$ cat config.mk
export PLATFORM = sky130hd
export DESIGN_NAME = i2c_master_byte_engine
export DESIGN_NICKNAME = d
export VERILOG_FILES = /design/src/rtl/i2cm_pkg.sv /design/src/rtl/i2cm_front.sv /design/src/rtl/i2cm_queue.sv /design/src/rtl/i2cm_back.sv /design/src/rtl/i2c_master_byte_engine.sv
export SDC_FILE = /design/constraint.sdc
export NUM_CORES = 1
export LEC_CHECK = 0
export BUFFER_PORTS_ARGS = -buffer_cell sky130_fd_sc_hd__buf_4
export CORE_AREA = 2 2 114 116
export CTS_BUF_LIST = sky130_fd_sc_hd__clkbuf_4
export CTS_CLUSTER_SIZE = 28
export DETAILED_ROUTE_END_ITERATION = 8
export DIE_AREA = 0 0 116 118
export HOLD_SLACK_MARGIN = 0.02
export PLACE_DENSITY = 0.65
export RECOVER_POWER = 100
export SLEW_MARGIN = 20
export SYNTH_ARGS = -nofsm -noshare
export SYNTH_HDL_FRONTEND = slang
export SYNTH_SLANG_ARGS = --single-unit
$ cat constraint.sdc
create_clock -name aclk -period 6 [get_ports aclk]
set_clock_uncertainty 0.2 [all_clocks]
set_input_delay 0.3 -clock aclk [delete_from_list [all_inputs] [get_ports aclk]]
set_output_delay 0.3 -clock aclk [all_outputs]
set_load 0.03 [all_outputs]
$ cat src/rtl/i2cm_pkg.sv
package i2cm_pkg;

    // Width of the acknowledge timeout register and wait counter
    localparam int TIMEOUT_WIDTH = 16;
    localparam logic [TIMEOUT_WIDTH-1:0] TIMEOUT_RESET = TIMEOUT_WIDTH'(2000);

    // Payload widths on the stream ports
    localparam int S_TDATA_W = 16;
    localparam int S_TUSER_W = 3;
    localparam int M_TDATA_W = 16;

    // Raw command codes carried in tuser
    localparam logic [1:0] CMD_START = 2'd0;
    localparam logic [1:0] CMD_STOP  = 2'd1;
    localparam logic [1:0] CMD_WRITE = 2'd2;
    localparam logic [1:0] CMD_READ  = 2'd3;

    // Command class decided by the front end
    typedef enum logic [2:0] {
        CK_NONE,
        CK_START,
        CK_STOP,
        CK_WRITE,
        CK_READ
    } cmd_kind_t;

    // One tick as it waits in the queue
    typedef struct packed {
        cmd_kind_t  kind;
        logic [7:0] tx_byte;
        logic       send_ack;
        logic       sda_in;
    } tick_t;

    // One result, in m_tdata order from the lowest bit up (reversed in the struct)
    typedef struct packed {
        logic       nack;
        logic [7:0] rx_byte;
        logic       done_res;
        logic       busy_res;
        logic       sda_released;
        logic       sda_out;
        logic       scl;
    } result_t;

endpackage

$ cat src/rtl/i2cm_front.sv
module i2cm_front (
    input  logic [i2cm_pkg::S_TUSER_W-1:0] s_tuser,
    input  logic [i2cm_pkg::S_TDATA_W-1:0] s_tdata,
    output i2cm_pkg::tick_t                tick
);
    import i2cm_pkg::*;

    logic       cmd_valid;
    logic [1:0] cmd;

    assign cmd_valid = s_tuser[0];
    assign cmd       = s_tuser[2:1];

    // Classify the offered command and keep the operands of the tick
    always_comb begin
        tick.tx_byte  = s_tdata[7:0];
        tick.send_ack = s_tdata[8];
        tick.sda_in   = s_tdata[9];
        if (!cmd_valid) begin
            tick.kind = CK_NONE;
        end else begin
            case (cmd)
                CMD_START: tick.kind = CK_START;
                CMD_STOP:  tick.kind = CK_STOP;
                CMD_WRITE: tick.kind = CK_WRITE;
                CMD_READ:  tick.kind = CK_READ;
                default:   tick.kind = CK_NONE;
            endcase
        end
    end

endmodule

$ cat src/rtl/i2cm_queue.sv
module i2cm_queue (
    input  logic            aclk,
    input  logic            aresetn,
    input  logic            push,
    input  i2cm_pkg::tick_t push_data,
    output logic            not_full,
    input  logic            pop,
    output i2cm_pkg::tick_t pop_data,
    output logic            not_empty
);
    import i2cm_pkg::*;

    tick_t      entry_reg [2];
    logic       wr_ptr_reg;
    logic       rd_ptr_reg;
    logic [1:0] count_reg;
    logic [1:0] count_next;

    assign not_full  = (count_reg != 2'd2);
    assign not_empty = (count_reg != 2'd0);
    assign pop_data  = entry_reg[rd_ptr_reg];

    always_comb begin
        count_next = count_reg;
        if (push && !pop) begin
            count_next = count_reg + 2'd1;
        end else if (pop && !push) begin
            count_next = count_reg - 2'd1;
        end
    end

    // Store entries; payload needs no reset
    always_ff @(posedge aclk) begin
        if (push) begin
            entry_reg[wr_ptr_reg] <= push_data;
        end
    end

    // Advance pointers and occupancy
    always_ff @(posedge aclk) begin
        if (!aresetn) begin
            wr_ptr_reg <= 1'b0;
            rd_ptr_reg <= 1'b0;
            count_reg  <= 2'd0;
        end else begin
            if (push) wr_ptr_reg <= ~wr_ptr_reg;
            if (pop)  rd_ptr_reg <= ~rd_ptr_reg;
            count_reg <= count_next;
        end
    end

endmodule

$ cat src/rtl/i2cm_back.sv
module i2cm_back (
    input  logic                                aclk,
    input  logic                                aresetn,
    input  logic                                cfg_we,
    input  logic [i2cm_pkg::TIMEOUT_WIDTH-1:0]  cfg_timeout,
    input  logic                                q_not_empty,
    input  i2cm_pkg::tick_t                     q_data,
    output logic                                q_pop,
    output logic                                m_tvalid,
    input  logic                                m_tready,
    output i2cm_pkg::result_t                   m_result
);
    import i2cm_pkg::*;

    typedef enum logic [4:0] {
        PH_IDLE,
        PH_ST1, PH_ST2, PH_ST3, PH_ST4,
        PH_SP1, PH_SP2, PH_SP3, PH_SP4,
        PH_W0, PH_W1, PH_W2, PH_W3, PH_W4,
        PH_AKP, PH_AKH, PH_AKL, PH_AKT,
        PH_R0, PH_R1, PH_R2, PH_R3,
        PH_RA1, PH_RA2, PH_RA3, PH_RA4
    } phase_t;

    phase_t                   phase_reg, phase_next;
    logic [2:0]               bit_cnt_reg, bit_cnt_next;
    logic [7:0]               sh_reg, sh_next;
    logic [TIMEOUT_WIDTH-1:0] wait_cnt_reg, wait_cnt_next;
    logic [TIMEOUT_WIDTH-1:0] timeout_reg;
    logic                     ack_choice_reg, ack_choice_next;
    logic                     scl_reg, scl_next;
    logic                     sda_reg, sda_next;
    logic                     dir_in_reg, dir_in_next;
    logic                     nack_reg, nack_next;
    logic [7:0]               rx_reg, rx_next;
    logic                     busy, done;
    logic                     out_valid_reg;
    result_t                  out_reg;
    logic                     advance;

    // Take the next tick when the output slot is free or being drained
    assign advance  = q_not_empty && (!out_valid_reg || m_tready);
    assign q_pop    = advance;
    assign m_tvalid = out_valid_reg;
    assign m_result = out_reg;

    // One step of the pin sequence for the tick at the head of the queue
    always_comb begin
        phase_t ph;
        ph              = phase_reg;
        bit_cnt_next    = bit_cnt_reg;
        sh_next         = sh_reg;
        wait_cnt_next   = wait_cnt_reg;
        ack_choice_next = ack_choice_reg;
        scl_next        = scl_reg;
        sda_next        = sda_reg;
        dir_in_next     = dir_in_reg;
        nack_next       = nack_reg;
        rx_next         = rx_reg;
        done            = 1'b0;

        // Launch a command only from idle; others are dropped
        if (phase_reg == PH_IDLE) begin
            case (q_data.kind)
                CK_START: ph = PH_ST1;
                CK_STOP:  ph = PH_SP1;
                CK_WRITE: begin
                    sh_next   = q_data.tx_byte;
                    nack_next = 1'b0;
                    ph        = PH_W0;
                end
                CK_READ: begin
                    ack_choice_next = q_data.send_ack;
                    ph              = PH_R0;
                end
                default: ph = PH_IDLE;
            endcase
        end

        busy       = (ph != PH_IDLE);
        phase_next = ph;

        case (ph)
            PH_IDLE: phase_next = PH_IDLE;
            PH_ST1: begin dir_in_next = 1'b0; sda_next = 1'b1; phase_next = PH_ST2; end
            PH_ST2: begin scl_next = 1'b1; phase_next = PH_ST3; end
            PH_ST3: begin sda_next = 1'b0; phase_next = PH_ST4; end
            PH_ST4: begin scl_next = 1'b0; phase_next = PH_IDLE; done = 1'b1; end
            PH_SP1: begin dir_in_next = 1'b0; scl_next = 1'b0; phase_next = PH_SP2; end
            PH_SP2: begin sda_next = 1'b0; phase_next = PH_SP3; end
            PH_SP3: begin scl_next = 1'b1; phase_next = PH_SP4; end
            PH_SP4: begin sda_next = 1'b1; phase_next = PH_IDLE; done = 1'b1; end
            PH_W0: begin
                dir_in_next  = 1'b0;
                scl_next     = 1'b0;
                bit_cnt_next = 3'd0;
                phase_next   = PH_W1;
            end
            PH_W1: begin
                // Present the MSB and shift it out
                sda_next   = sh_next[7];
                sh_next    = {sh_next[6:0], 1'b0};
                phase_next = PH_W2;
            end
            PH_W2: begin scl_next = 1'b1; phase_next = PH_W3; end
            PH_W3: begin scl_next = 1'b0; phase_next = PH_W4; end
            PH_W4: begin
                if (bit_cnt_reg == 3'd7) begin
                    wait_cnt_next = '0;
                    phase_next    = PH_AKP;
                end else begin
                    bit_cnt_next = bit_cnt_reg + 3'd1;
                    phase_next   = PH_W1;
                end
            end
            PH_AKP: begin
                // Poll for the acknowledge; give up into a stop on timeout
                dir_in_next = 1'b1;
                sda_next    = 1'b1;
                scl_next    = 1'b1;
                if (!q_data.sda_in) begin
                    nack_next  = 1'b0;
                    phase_next = PH_AKH;
                end else if (wait_cnt_reg >= timeout_reg) begin
                    nack_next  = 1'b1;
                    phase_next = PH_SP1;
                end else begin
                    wait_cnt_next = wait_cnt_reg + TIMEOUT_WIDTH'(1);
                end
            end
            PH_AKH: phase_next = PH_AKL;
            PH_AKL: begin scl_next = 1'b0; phase_next = PH_AKT; end
            PH_AKT: begin phase_next = PH_IDLE; done = 1'b1; end
            PH_R0: begin
                dir_in_next  = 1'b1;
                sda_next     = 1'b1;
                bit_cnt_next = 3'd0;
                phase_next   = PH_R1;
            end
            PH_R1: begin scl_next = 1'b0; phase_next = PH_R2; end
            PH_R2: begin scl_next = 1'b1; phase_next = PH_R3; end
            PH_R3: begin
                // Sample SDA while SCL is high
                sh_next = {sh_reg[6:0], q_data.sda_in};
                if (bit_cnt_reg == 3'd7) begin
                    phase_next = PH_RA1;
                end else begin
                    bit_cnt_next = bit_cnt_reg + 3'd1;
                    phase_next   = PH_R1;
                end
            end
            PH_RA1: begin
                scl_next    = 1'b0;
                dir_in_next = 1'b0;
                rx_next     = sh_reg;
                phase_next  = PH_RA2;
            end
            PH_RA2: begin sda_next = ~ack_choice_reg; phase_next = PH_RA3; end
            PH_RA3: begin scl_next = 1'b1; phase_next = PH_RA4; end
            PH_RA4: begin scl_next = 1'b0; phase_next = PH_IDLE; done = 1'b1; end
            default: phase_next = PH_IDLE;
        endcase
    end

    // Hold sequencer state and the registered result
    always_ff @(posedge aclk) begin
        if (!aresetn) begin
            phase_reg      <= PH_IDLE;
            bit_cnt_reg    <= 3'd0;
            sh_reg         <= 8'd0;
            wait_cnt_reg   <= '0;
            timeout_reg    <= TIMEOUT_RESET;
            ack_choice_reg <= 1'b0;
            scl_reg        <= 1'b1;
            sda_reg        <= 1'b1;
            dir_in_reg     <= 1'b0;
            nack_reg       <= 1'b0;
            rx_reg         <= 8'd0;
            out_valid_reg  <= 1'b0;
        end else begin
            if (cfg_we) begin
                timeout_reg <= cfg_timeout;
            end
            if (advance) begin
                phase_reg      <= phase_next;
                bit_cnt_reg    <= bit_cnt_next;
                sh_reg         <= sh_next;
                wait_cnt_reg   <= wait_cnt_next;
                ack_choice_reg <= ack_choice_next;
                scl_reg        <= scl_next;
                sda_reg        <= sda_next;
                dir_in_reg     <= dir_in_next;
                nack_reg       <= nack_next;
                rx_reg         <= rx_next;
                out_valid_reg  <= 1'b1;
            end else if (m_tready) begin
                out_valid_reg <= 1'b0;
            end
        end
    end

    // Capture the result payload
    always_ff @(posedge aclk) begin
        if (advance) begin
            out_reg.scl          <= scl_next;
            out_reg.sda_out      <= dir_in_next | sda_next;
            out_reg.sda_released <= dir_in_next;
            out_reg.busy_res     <= busy;
            out_reg.done_res     <= done;
            out_reg.rx_byte      <= rx_next;
            out_reg.nack         <= nack_next;
        end
    end

endmodule

$ cat src/rtl/i2c_master_byte_engine.sv
// Tick-driven I2C master byte engine.
// s_ channel: one transaction per timing tick. s_tuser carries the command
// strobe and code, s_tdata the byte to send, the ACK choice for a read and the
// sampled SDA level. A command offered while a sequence runs is dropped.
// m_ channel: exactly one transaction per input tick, carrying the SCL and SDA
// drive levels after that tick's step, SDA direction, busy and done flags, the
// last received byte and the NACK flag.
// cfg channel: writes the acknowledge timeout in ticks; write only while idle.
// Path to m_: an accepted tick is first stored in the front queue, and the
// sequencer then takes it from the queue and registers its result for m_.
// Throughput: one tick per cycle while m_tready does not hold the result, set by
// the single-step sequencer that retires one queued tick a cycle.
// Stall: when m_tready is low the result holds, the two-entry queue absorbs
// up to two further ticks, and s_tready drops once it is full.
// Reset: aresetn low clears the queue and returns the bus to idle with SCL and
// SDA high and SDA driven, timeout 2000 ticks, received byte and NACK cleared.
module i2c_master_byte_engine (
    input  logic                                aclk,
    input  logic                                aresetn,
    input  logic                                s_tvalid,
    output logic                                s_tready,
    // [0] cmd_valid, [2:1] cmd
    input  logic [i2cm_pkg::S_TUSER_W-1:0]      s_tuser,
    // [7:0] tx_byte, [8] send_ack, [9] sda_in, [15:10] zero
    input  logic [i2cm_pkg::S_TDATA_W-1:0]      s_tdata,
    output logic                                m_tvalid,
    input  logic                                m_tready,
    // [0] scl, [1] sda_out, [2] sda_released, [3] busy_res, [4] done_res,
    // [12:5] rx_byte, [13] nack, [15:14] zero
    output logic [i2cm_pkg::M_TDATA_W-1:0]      m_tdata,
    input  logic                                cfg_valid,
    output logic                                cfg_ready,
    input  logic [i2cm_pkg::TIMEOUT_WIDTH-1:0]  cfg_data
);
    import i2cm_pkg::*;

    tick_t   front_tick;
    tick_t   q_data;
    logic    q_not_full;
    logic    q_not_empty;
    logic    q_pop;
    result_t result;

    assign s_tready  = q_not_full;
    assign cfg_ready = 1'b1;
    assign m_tdata   = {(M_TDATA_W - $bits(result_t))'(0), result};

    i2cm_front u_front (
        .s_tuser (s_tuser),
        .s_tdata (s_tdata),
        .tick    (front_tick)
    );

    i2cm_queue u_queue (
        .aclk      (aclk),
        .aresetn   (aresetn),
        .push      (s_tvalid && q_not_full),
        .push_data (front_tick),
        .not_full  (q_not_full),
        .pop       (q_pop),
        .pop_data  (q_data),
        .not_empty (q_not_empty)
    );

    i2cm_back u_back (
        .aclk        (aclk),
        .aresetn     (aresetn),
        .cfg_we      (cfg_valid),
        .cfg_timeout (cfg_data),
        .q_not_empty (q_not_empty),
        .q_data      (q_data),
        .q_pop       (q_pop),
        .m_tvalid    (m_tvalid),
        .m_tready    (m_tready),
        .m_result    (result)
    );

endmodule

## Word level (Yosys, flattened, before mapping)

Memory sizes are Yosys's and may differ from the RTL's. A register that Yosys moved wholly into a read port is not among the register bits.
Cells that the tools add are included.

- Memories: 1
- Logic and storage cells: 134
- Bits of input ports: 40
- Bits in writable memories: 26
- Output and inout bits: 19
- Bits in registers: 80

- Muxes and demuxes: 36
- Order comparisons: 1
- Bitwise logic cells: 4
- Reductions and logical operators: 28
- Add/sub/neg operators: 4
- Equal/unequal tests: 38

Memories:

| name | words | bits a word | rd ports | clocked after memory_dff | write ports | line | text |
|---|---|---|---|---|---|---|---|
| u_queue.entry_reg | 2 | 13 | 1 | 1 | 1 | i2cm_queue.sv:13 | `tick_t entry_reg [2];` |

Operator list:

| kind | number |
|---|---|
| 5-bit one-hot mux with 21 select lines | 1 |
| 5-bit == test (second input constant) | 10 |
| 16-bit two-way mux | 3 |
| 5-bit by 4-bit == test with 1-bit output (second input constant) | 8 |
| 16-bit one-hot mux with 2 select lines | 1 |
| 8-bit two-way mux | 3 |
| 5-bit by 3-bit == test with 1-bit output (second input constant) | 4 |
| 5-bit one-hot mux with 4 select lines | 1 |
| 16-bit by 1-bit adder with 16-bit output (second input constant) | 1 |
| 16-bit greater-or-equal comparator | 1 |
| 8-bit one-hot mux with 2 select lines | 1 |
| 5-bit two-way mux | 3 |
| 1-bit two-way mux | 12 |
| 3-bit two-way mux | 4 |
| 3-bit one-hot mux with 4 select lines | 1 |
| 4-bit OR reduction | 3 |
| 5-bit by 2-bit == test with 1-bit output (second input constant) | 2 |
| 2-bit nonzero test | 5 |
| 2-bit OR reduction | 4 |
| 8-bit OR reduction | 1 |
| 3-bit by 2-bit == test with 1-bit output (second input constant) | 2 |
| 3-bit == test (second input constant) | 2 |
| 2-bit inequality test (second input constant) | 3 |
| 3-bit one-hot mux with 2 select lines | 1 |
| other kinds (22) | 34 |

## Depth between registers and ports, before layout

Gate-level depths: netlist (run 1).

- Word-level depth: 7
- Depth in mapped cells: 10
- Gate-level depth less buffers: 9

## Hierarchy

Synthesis (run 1) repeated with hierarchy kept, for this count alone.

- Cell total of the unflattened synthesis: 587
- Area, all modules: 5624.1 sq um

Modules (own cells, without submodules):

| module | area an instance (sq um) | sequential area each (sq um) | cells an instance | times used |
|---|---|---|---|---|
| i2cm_back | 4296.6 | 1661.6 | 501 | 1 |
| i2cm_queue | 1151.1 | 880.8 | 62 | 1 |
| i2cm_front | 140.1 | 0.0 | 18 | 1 |
| i2c_master_byte_engine | 36.3 | 0.0 | 6 | 1 |

## Worst setup path after synthesis (run 1)

Ideal clock, no wire load.

- Path type: reg2reg
- From: register u_back.wait_cnt_reg[0]
- To: register u_back.wait_cnt_reg[10]
- Cell stages (with the launch flop): 11
- Library setup time: 0.071 ns
- Clock period less this slack: 2.779 ns
- Slack: 3.221 ns
- Arrival time: 2.509 ns
- Path through: dfxtp_1 inv_1 ha_1 nand2b_1 a2111oi_0 a2111oi_2 nor4_4 o21ai_2 buf_6 or4_1 a21oi_1

- Word-level cells in the longest chain between the ends: 4
- Elaborated cells on any way between the ends: 7

RTL lines:

| element | line | text |
|---|---|---|
| from (decl) | i2cm_back.sv:28 | `logic [TIMEOUT_WIDTH-1:0] wait_cnt_reg, wait_cnt_next;` |
| from (signal assigned) | i2cm_back.sv:188 | `wait_cnt_reg <= wait_cnt_next;` |
| 16-bit by 1-bit adder with 16-bit output | i2cm_back.sv:128 | `wait_cnt_next = wait_cnt_reg + TIMEOUT_WIDTH'(1);` |
| 16-bit two-way mux | i2cm_back.sv:124 | `end else if (wait_cnt_reg >= timeout_reg) begin` |
| 16-bit two-way mux | i2cm_back.sv:121 | `if (!q_data.sda_in) begin` |
| 16-bit one-hot mux with 2 select lines | i2cm_back.sv:83 | `case (ph)` |

Parallel ways exist; a longest one is shown, timed or not. The select of a mux whose other input is x is not followed.
A chain may end at the register's enable or synchronous reset.

==> results of run 1 <==
-- layout make-up --
class	instances	area share, %
Timing Repair Buffer	91	10.9
Sequential cell	107	39.9
Clock buffer	10	1.18
Inverter	27	1.59
Antenna cell	1	0.0392
Clock inverter	6	0.785
Tap cell	172	3.38
Multi-Input combinational cell	416	42.3
-- path summary, 6_finish.rpt --
| kind | end | slack, ns | cells after the start |
|---|---|---|---|
| worst max-delay path | u_back.wait_cnt_reg[11] | 1.77 | 7 |
| worst min-delay path | u_queue.entry_reg[0][12] | 0.08 | 3 |
| worst max register to register | u_back.wait_cnt_reg[11] | 1.77 | 7 |
| worst min register to register | u_back.nack_reg | 0.26 | 2 |
-- synth_stat cells, drive strengths merged, types with 4 or more instances --
library cell	n	area, um2
ha	21	263
xnor2	4	35.0
o211ai	12	90.1
nand3	10	50.1
xor2	9	78.8
edfxtp	40	1200
mux2	11	124
or3	7	43.8
mux2i	34	340
and3	6	37.5
a21oi	45	236
o31ai	5	37.5
buf	12	78.8
and2	4	25.0
nor2	60	225
or4	7	56.3
o21ai	36	188
dfxtp	67	1340
a31oi	7	43.8
nor2b	5	31.3
clkbuf	22	82.6
inv	26	97.6
nor3	13	70.1
nand2	53	199
nand4	6	37.5
a22oi	7	52.6
nand2b	5	31.3
a311oi	4	35.0
-- report_power, final --
group	switching (mW)	internal, mW	total [mW]	leakage, nW
clock network	0.245	0.0954	0.341	0.0689
registers	0.171	0.919	1.09	0.925
logic	0.622	0.341	0.963	1.50
total	1.04	1.36	2.39	2.50
-- stage by stage --
stage | instances | util (%) | total power, mW | setup slack [ns] | hold slack, ns
floorplan | 584 | - | 1.81 | 3.22 | 0.199
global placement | 775 | 48.2 | 2.07 | 2.42 | 0.240
detailed placement | 775 | 48.2 | 2.09 | 2.40 | 0.246
CTS | 829 | 52.3 | 2.45 | 2.39 | 0.0312
global route | 830 | 51.4 | 2.56 | 1.40 | 0.0699
finish | 830 | 51.4 | 2.39 | 1.77 | 0.0801
-- layer usage --
layer  track usage (%)  share of wire, %  wire [um]  vias to the layer above
li1                  -                 -          -                     2265
met1              27.7                49       6100                     2126
met2              28.8                45       5600                      131
met3              2.27               4.3        544                       18
met4              7.37               2.1        261                        0
met5                 0                 0          0                        -
-- worst max-delay path: stages (launching register included) --
cell,delay (ns)
dfxtp_1,0.90
mux2_1,0.43
nor4_1,0.75
o21ai_2,0.08
a21oi_1,0.71
o21ai_2,0.35
or4_1,0.58
a21oi_1,0.15
-- repair_timing --
item | CTS | global route
buffers inserted | 0 | 0
hold buffers | 38 | 0
hold endpoints to repair | 54 | 0
-- cell families (layout without fill, tap and decap cells) --
logic type | after synthesis | after routing | synth area share [%]
AO/OA/AOI/OAI | 145 | 145 | 16.9
buffers and inverters | 61 | 134 | 4.75
adder cells (fa/ha/maj) | 21 | 21 | 4.75
AND/OR/NAND/NOR | 189 | 189 | 17.0
other | 2 | 4 | 0.136
flip-flops | 107 | 107 | 46.0
multiplexers | 45 | 45 | 8.39
XOR/XNOR | 13 | 13 | 2.06
==> flow_results.xml, run 1 <==
<?xml version="1.0" encoding="UTF-8"?>
<metrics>
  <group name="outcome">
    <metric name="outcome" unit="">complete, but fails checks</metric>
    <metric name="violations" unit="">max-capacitance violations, max-slew violations</metric>
  </group>
  <group name="sta">
    <metric name="setup_total_negative_slack" unit="ns">0</metric>
    <metric name="grt_setup_unrepaired" unit="">no</metric>
    <metric name="timing.final.crit_period" unit="ns">4.23</metric>
    <metric name="timing_hold_violations_final" unit="">0</metric>
    <metric name="max_slew_violation_count" unit="">69</metric>
    <metric name="timing_worst_slew_pin_value" unit="ns">1.70</metric>
    <metric name="final.period_utilization" unit="%">70.6</metric>
    <metric name="worst_slew_margin_rel" unit="%">-13.4</metric>
    <metric name="max_freq" unit="MHz">236</metric>
    <metric name="timing.final.setup_violations" unit="">0</metric>
  </group>
  <group name="grt">
    <metric name="global_route.overflow_total" unit="">0</metric>
    <metric name="vias_in_the_first_global_route" unit="">4307</metric>
    <metric name="grt_antenna_before_repair" unit="">1</metric>
    <metric name="global_route.usage.total" unit="%">19.0</metric>
    <metric name="grt_max_degree" unit="">35</metric>
    <metric name="grt_first_pass_wirelength" unit="mm">20.9</metric>
  </group>
  <group name="placement">
    <metric name="post-dp-hpwl" unit="mm">8.47</metric>
    <metric name="area_after_detailed_placement" unit="um2">5990</metric>
    <metric name="io_buffer_count" unit="">49</metric>
    <metric name="globalplace.congestion" unit="">0.904</metric>
  </group>
  <group name="worst_setup_path">
    <metric name="worstPathArrival" unit="ns">4.42</metric>
    <metric name="worstSetupStartpointType" unit="">register</metric>
    <metric name="cp_capture_type" unit="">register</metric>
    <metric name="timing.critical_path.required" unit="ns">6.19</metric>
    <metric name="cp_max_fo" unit="">17</metric>
    <metric name="crit_type" unit="">register to register</metric>
  </group>
  <group name="layout">
    <metric name="layout_common_cells" unit="">67 x dfxtp_1, 60 x nor2_1, 53 x nand2_1</metric>
    <metric name="postLayoutCellArea" unit="um2">6380</metric>
    <metric name="mostFrequentLayoutCell" unit="">dfxtp_1</metric>
    <metric name="fillerInstances" unit="">1220</metric>
    <metric name="largest_register_ffs" unit="">26</metric>
    <metric name="area.growth.synth_to_final" unit="%">15.3</metric>
    <metric name="ff_latch_area" unit="um2">2540</metric>
    <metric name="drive_above_1_share" unit="%">8.22</metric>
    <metric name="multi_input_combinational_cell_area" unit="um2">2700</metric>
    <metric name="finalNetCount" unit="">713</metric>
  </group>
  <group name="route">
    <metric name="routed_wirelength" unit="mm">12.5</metric>
    <metric name="drt.antenna.violating_nets" unit="">0</metric>
    <metric name="total_via_count_after_detailed_routing" unit="">4540</metric>
    <metric name="first_pass_iters" unit="">5</metric>
    <metric name="wire_per_inst" unit="um">15.1</metric>
    <metric name="viasPerCell" unit="">5.47</metric>
    <metric name="post-route-drc-count" unit="">0</metric>
    <metric name="iter_0_drt_violations" unit="">319</metric>
  </group>
  <group name="synthesis">
    <metric name="ys.flop_type" unit="">dfxtp_1</metric>
    <metric name="mean_post_synth_cell_area" unit="um2">9.49</metric>
    <metric name="ys_ff_latch" unit="">107</metric>
    <metric name="netlist_area_before_placement" unit="um2">5530</metric>
    <metric name="syn_inst" unit="">583</metric>
    <metric name="postSynth.asyncResetShare" unit="%">0</metric>
    <metric name="synth-edff-count" unit="">40</metric>
    <metric name="synth-seq-area-share" unit="%">46.0</metric>
    <metric name="synth_cell_types" unit="">64</metric>
    <metric name="ys_warnings" unit="">0</metric>
  </group>
  <group name="floorplan">
    <metric name="design.portCount" unit="">59</metric>
    <metric name="coreArea" unit="um2">12400</metric>
    <metric name="core.rowCount" unit="">41</metric>
    <metric name="die-height" unit="um">118</metric>
    <metric name="dieArea" unit="um2">13700</metric>
    <metric name="initial_utilization" unit="%">44.6</metric>
    <metric name="die_width" unit="um">116</metric>
  </group>
  <group name="clock_tree">
    <metric name="cts-buffers-inserted" unit="">9</metric>
    <metric name="cts.sink_count" unit="">107</metric>
    <metric name="post_cts_resized" unit="">0</metric>
    <metric name="clk_root_buffer_cell" unit="">clkbuf_4</metric>
    <metric name="clk_path_buf_depth" unit="">2</metric>
    <metric name="cts_tree" unit="">built</metric>
    <metric name="ctsHtreeMaxLevel" unit="">3</metric>
    <metric name="clk_pin_slew" unit="ns">0.16</metric>
    <metric name="clock_latency" unit="ns">0.46</metric>
  </group>
  <group name="worst_hold_path">
    <metric name="worst_hold_startpoint" unit="">s_tuser[2]</metric>
    <metric name="hold_path.class" unit="">input pin to register</metric>
  </group>
  <group name="power_and_ir_drop">
    <metric name="power_density" unit="nW/um2">375</metric>
    <metric name="total_leakage_power" unit="nW">2.50</metric>
    <metric name="maximum_vdd_drop" unit="mV">0.241</metric>
  </group>
  <group name="flow_run">
    <metric name="number_of_maximum_capacitance_constraint_violations" unit="">2</metric>
  </group>
</metrics>
No activity file was read; power rests on OpenSTA's default activity.
==> inputs of run 2 (changes only) <==
clock period = 4 ns   (was 6 ns; I/O delays follow)
==> run 2 against run 1 <==
  * The flow still finishes with violations (max-capacitance violations, max-slew violations)
  * Sequential power is 44% higher
  * Sequential share of layout area is 1.4 points lower
  * Critical path type unchanged
  * Via count is 2.1% higher
  * Largest power group unchanged
  * Register-to-register slack worse by 1.3 ns
  * Highest routed layer unchanged
  * Largest cell class unchanged
  * Non-clock buffer count is 24 higher
  * Maximum frequency is 20% higher
  * First-iteration DRC count is 33% higher
  * Global-route usage is 0.35 points higher
  * Worst setup slack worse by 1.3 ns
  * Final area is 3.7% higher
==> flow_results.xml, run 2 (synthesis gave the netlist of run 1 again) <==
<?xml version="1.0" encoding="UTF-8"?>
<metrics>
  <group name="grt">
    <metric name="global_route.usage.total" unit="%">19.4</metric>
    <metric name="grt_antenna_before_repair" unit="">1</metric>
    <metric name="global_route.overflow_total" unit="">0</metric>
    <metric name="grt_first_pass_wirelength" unit="mm">21.2</metric>
    <metric name="grt_max_degree" unit="">36</metric>
    <metric name="vias_in_the_first_global_route" unit="">4300</metric>
  </group>
  <group name="placement">
    <metric name="placed_cells" unit="">782</metric>
    <metric name="globalplace.congestion" unit="">0.927</metric>
    <metric name="io_buffer_count" unit="">49</metric>
    <metric name="post-dp-hpwl" unit="mm">8.62</metric>
  </group>
  <group name="layout">
    <metric name="finalNetCount" unit="">737</metric>
    <metric name="fillerInstances" unit="">1171</metric>
    <metric name="multi_input_combinational_cell_area" unit="um2">2710</metric>
    <metric name="area.growth.synth_to_final" unit="%">19.6</metric>
    <metric name="drive_above_1_share" unit="%">9.10</metric>
    <metric name="ff_latch_area" unit="um2">2540</metric>
    <metric name="layoutNonFillerInstCount" unit="">854</metric>
    <metric name="layout_common_cells" unit="">67 x dfxtp_1, 60 x nor2_1, 55 x dlygate4sd3_1</metric>
    <metric name="largest_register_ffs" unit="">26</metric>
    <metric name="mostFrequentLayoutCell" unit="">dfxtp_1</metric>
  </group>
  <group name="worst_hold_path">
    <metric name="worstHoldPathCells" unit="">2</metric>
    <metric name="hold_path.class" unit="">register to register</metric>
  </group>
  <group name="power_and_ir_drop">
    <metric name="power_density" unit="nW/um2">550</metric>
    <metric name="maximum_vdd_drop" unit="mV">0.294</metric>
    <metric name="total_leakage_power" unit="nW">2.58</metric>
  </group>
  <group name="floorplan">
    <metric name="design.portCount" unit="">59</metric>
    <metric name="die_width" unit="um">116</metric>
    <metric name="coreArea" unit="um2">12400</metric>
    <metric name="dieArea" unit="um2">13700</metric>
    <metric name="initial_utilization" unit="%">44.6</metric>
    <metric name="core.rowCount" unit="">41</metric>
    <metric name="die-height" unit="um">118</metric>
  </group>
  <group name="route">
    <metric name="iter_0_drt_violations" unit="">423</metric>
    <metric name="wire_per_inst" unit="um">15.0</metric>
    <metric name="drt.antenna.violating_nets" unit="">0</metric>
    <metric name="post-route-drc-count" unit="">0</metric>
    <metric name="viasPerCell" unit="">5.43</metric>
    <metric name="routed_wirelength" unit="mm">12.8</metric>
    <metric name="total_via_count_after_detailed_routing" unit="">4634</metric>
    <metric name="first_pass_iters" unit="">5</metric>
  </group>
  <group name="sta">
    <metric name="max_slew_violation_count" unit="">70</metric>
    <metric name="worst_slew_margin_rel" unit="%">-18.6</metric>
    <metric name="final.period_utilization" unit="%">88.2</metric>
    <metric name="timing.final.crit_period" unit="ns">3.53</metric>
    <metric name="timing_hold_violations_final" unit="">0</metric>
    <metric name="grt_setup_unrepaired" unit="">no</metric>
    <metric name="timing_worst_slew_pin_value" unit="ns">1.78</metric>
    <metric name="setup_total_negative_slack" unit="ns">0</metric>
    <metric name="hold-worst-slack" unit="ns">0.262</metric>
    <metric name="timing.final.setup_violations" unit="">0</metric>
    <metric name="max_freq" unit="MHz">283</metric>
  </group>
  <group name="clock_tree">
    <metric name="clk_root_buffer_cell" unit="">clkbuf_4</metric>
    <metric name="cts.sink_count" unit="">107</metric>
    <metric name="ctsHtreeMaxLevel" unit="">3</metric>
    <metric name="clk_path_buf_depth" unit="">2</metric>
    <metric name="clock_latency" unit="ns">0.46</metric>
    <metric name="clk_pin_slew" unit="ns">0.15</metric>
    <metric name="cts_tree" unit="">built</metric>
    <metric name="cts-buffers-inserted" unit="">9</metric>
    <metric name="post-cts-setup-buffer-count" unit="">0</metric>
  </group>
  <group name="outcome">
    <metric name="outcome" unit="">complete, but fails checks</metric>
    <metric name="violations" unit="">max-capacitance violations, max-slew violations</metric>
  </group>
  <group name="worst_setup_path">
    <metric name="timing.critical_path.required" unit="ns">4.15</metric>
    <metric name="worst_r2r_path_depth" unit="">10</metric>
    <metric name="worstPathArrival" unit="ns">3.67</metric>
    <metric name="worstSetupStartpointType" unit="">register</metric>
    <metric name="cp_capture_type" unit="">register</metric>
    <metric name="crit_type" unit="">register to register</metric>
    <metric name="cp_max_fo" unit="">12</metric>
  </group>
  <group name="flow_run">
    <metric name="number_of_maximum_capacitance_constraint_violations" unit="">2</metric>
  </group>
</metrics>
run 2: cell count changes in the layout (fill, tap and decap cells not counted), moves of 3 or more:
cell / previous run / this run
dlygate4sd3_1: 38 / 55
buf_4: 20 / 27
o21ai_0: 27 / 30
o21ai_1: 7 / 4
run 2: layout make-up:
class / count / share of cell area, %
multi-input cells: 416 / 41.0
flip-flops and latches: 107 / 38.4
repair buffers: 115 / 13.8
well taps: 172 / 3.25
inverters: 27 / 1.53
clock buffers: 10 / 1.14
clock inverters: 6 / 0.738
diodes: 1 / 0.0378
run 2: final timing paths:
kind | start | slack (ns) | to
setup / recovery | u_back.timeout_reg[15] | 0.47 | u_back.wait_cnt_reg[1]
hold / removal | u_back.nack_reg | 0.26 | u_back.nack_reg
setup reg to reg | u_back.timeout_reg[15] | 0.47 | u_back.wait_cnt_reg[1]
hold reg to reg | u_back.nack_reg | 0.26 | u_back.nack_reg
run 2: power breakdown:
part	leakage [nW]	switching [mW]	total, mW	internal (mW)
clock network	0.0713	0.369	0.512	0.142
logic	1.59	1.01	1.56	0.553
registers	0.925	0.190	1.57	1.38
run 2: metrics by stage:
| step | area, um2 | setup slack [ns] | util, % | power [mW] |
|---|---|---|---|---|
| after global routing | 6610 | 0.317 | 53.3 | 3.90 |
| after global placement | 6040 | 0.924 | 48.6 | 3.14 |
| final | 6610 | 0.471 | 53.3 | 3.64 |
| after CTS | 6710 | 0.773 | 54.1 | 3.71 |
| after detailed placement | 6040 | 0.822 | 48.6 | 3.15 |
| after floorplan | 5540 | 1.22 | - | 2.71 |
run 2: timing repair:
| action | in CTS | in global routing |
|---|---|---|
| hold buffers | 55 | 0 |
| hold endpoints to repair | 62 | 0 |
| gates resized for setup | 0 | 0 |
run 2: per-layer routing:
metal  vias to the layer above  GRT usage, %  wire length [um]
met5                         -             0                 0
met4                         0          5.88               174
met3                        13          3.30               625
met2                       137          29.7              5890
met1                      2176          28.0              6110
li1                       2308             -                 -
run 2: worst max-delay path, stage by stage, from the launching register on:
cell and delay (ns):
dfxtp_1 0.36, inv_1 0.05, ha_1 0.31, nand4_1 0.18, or3_1 0.47, a2111oi_0 0.80
nor4_4 0.11, buf_4 0.23, o21ai_2 0.42, mux2i_1 0.24, nor2_1 0.06
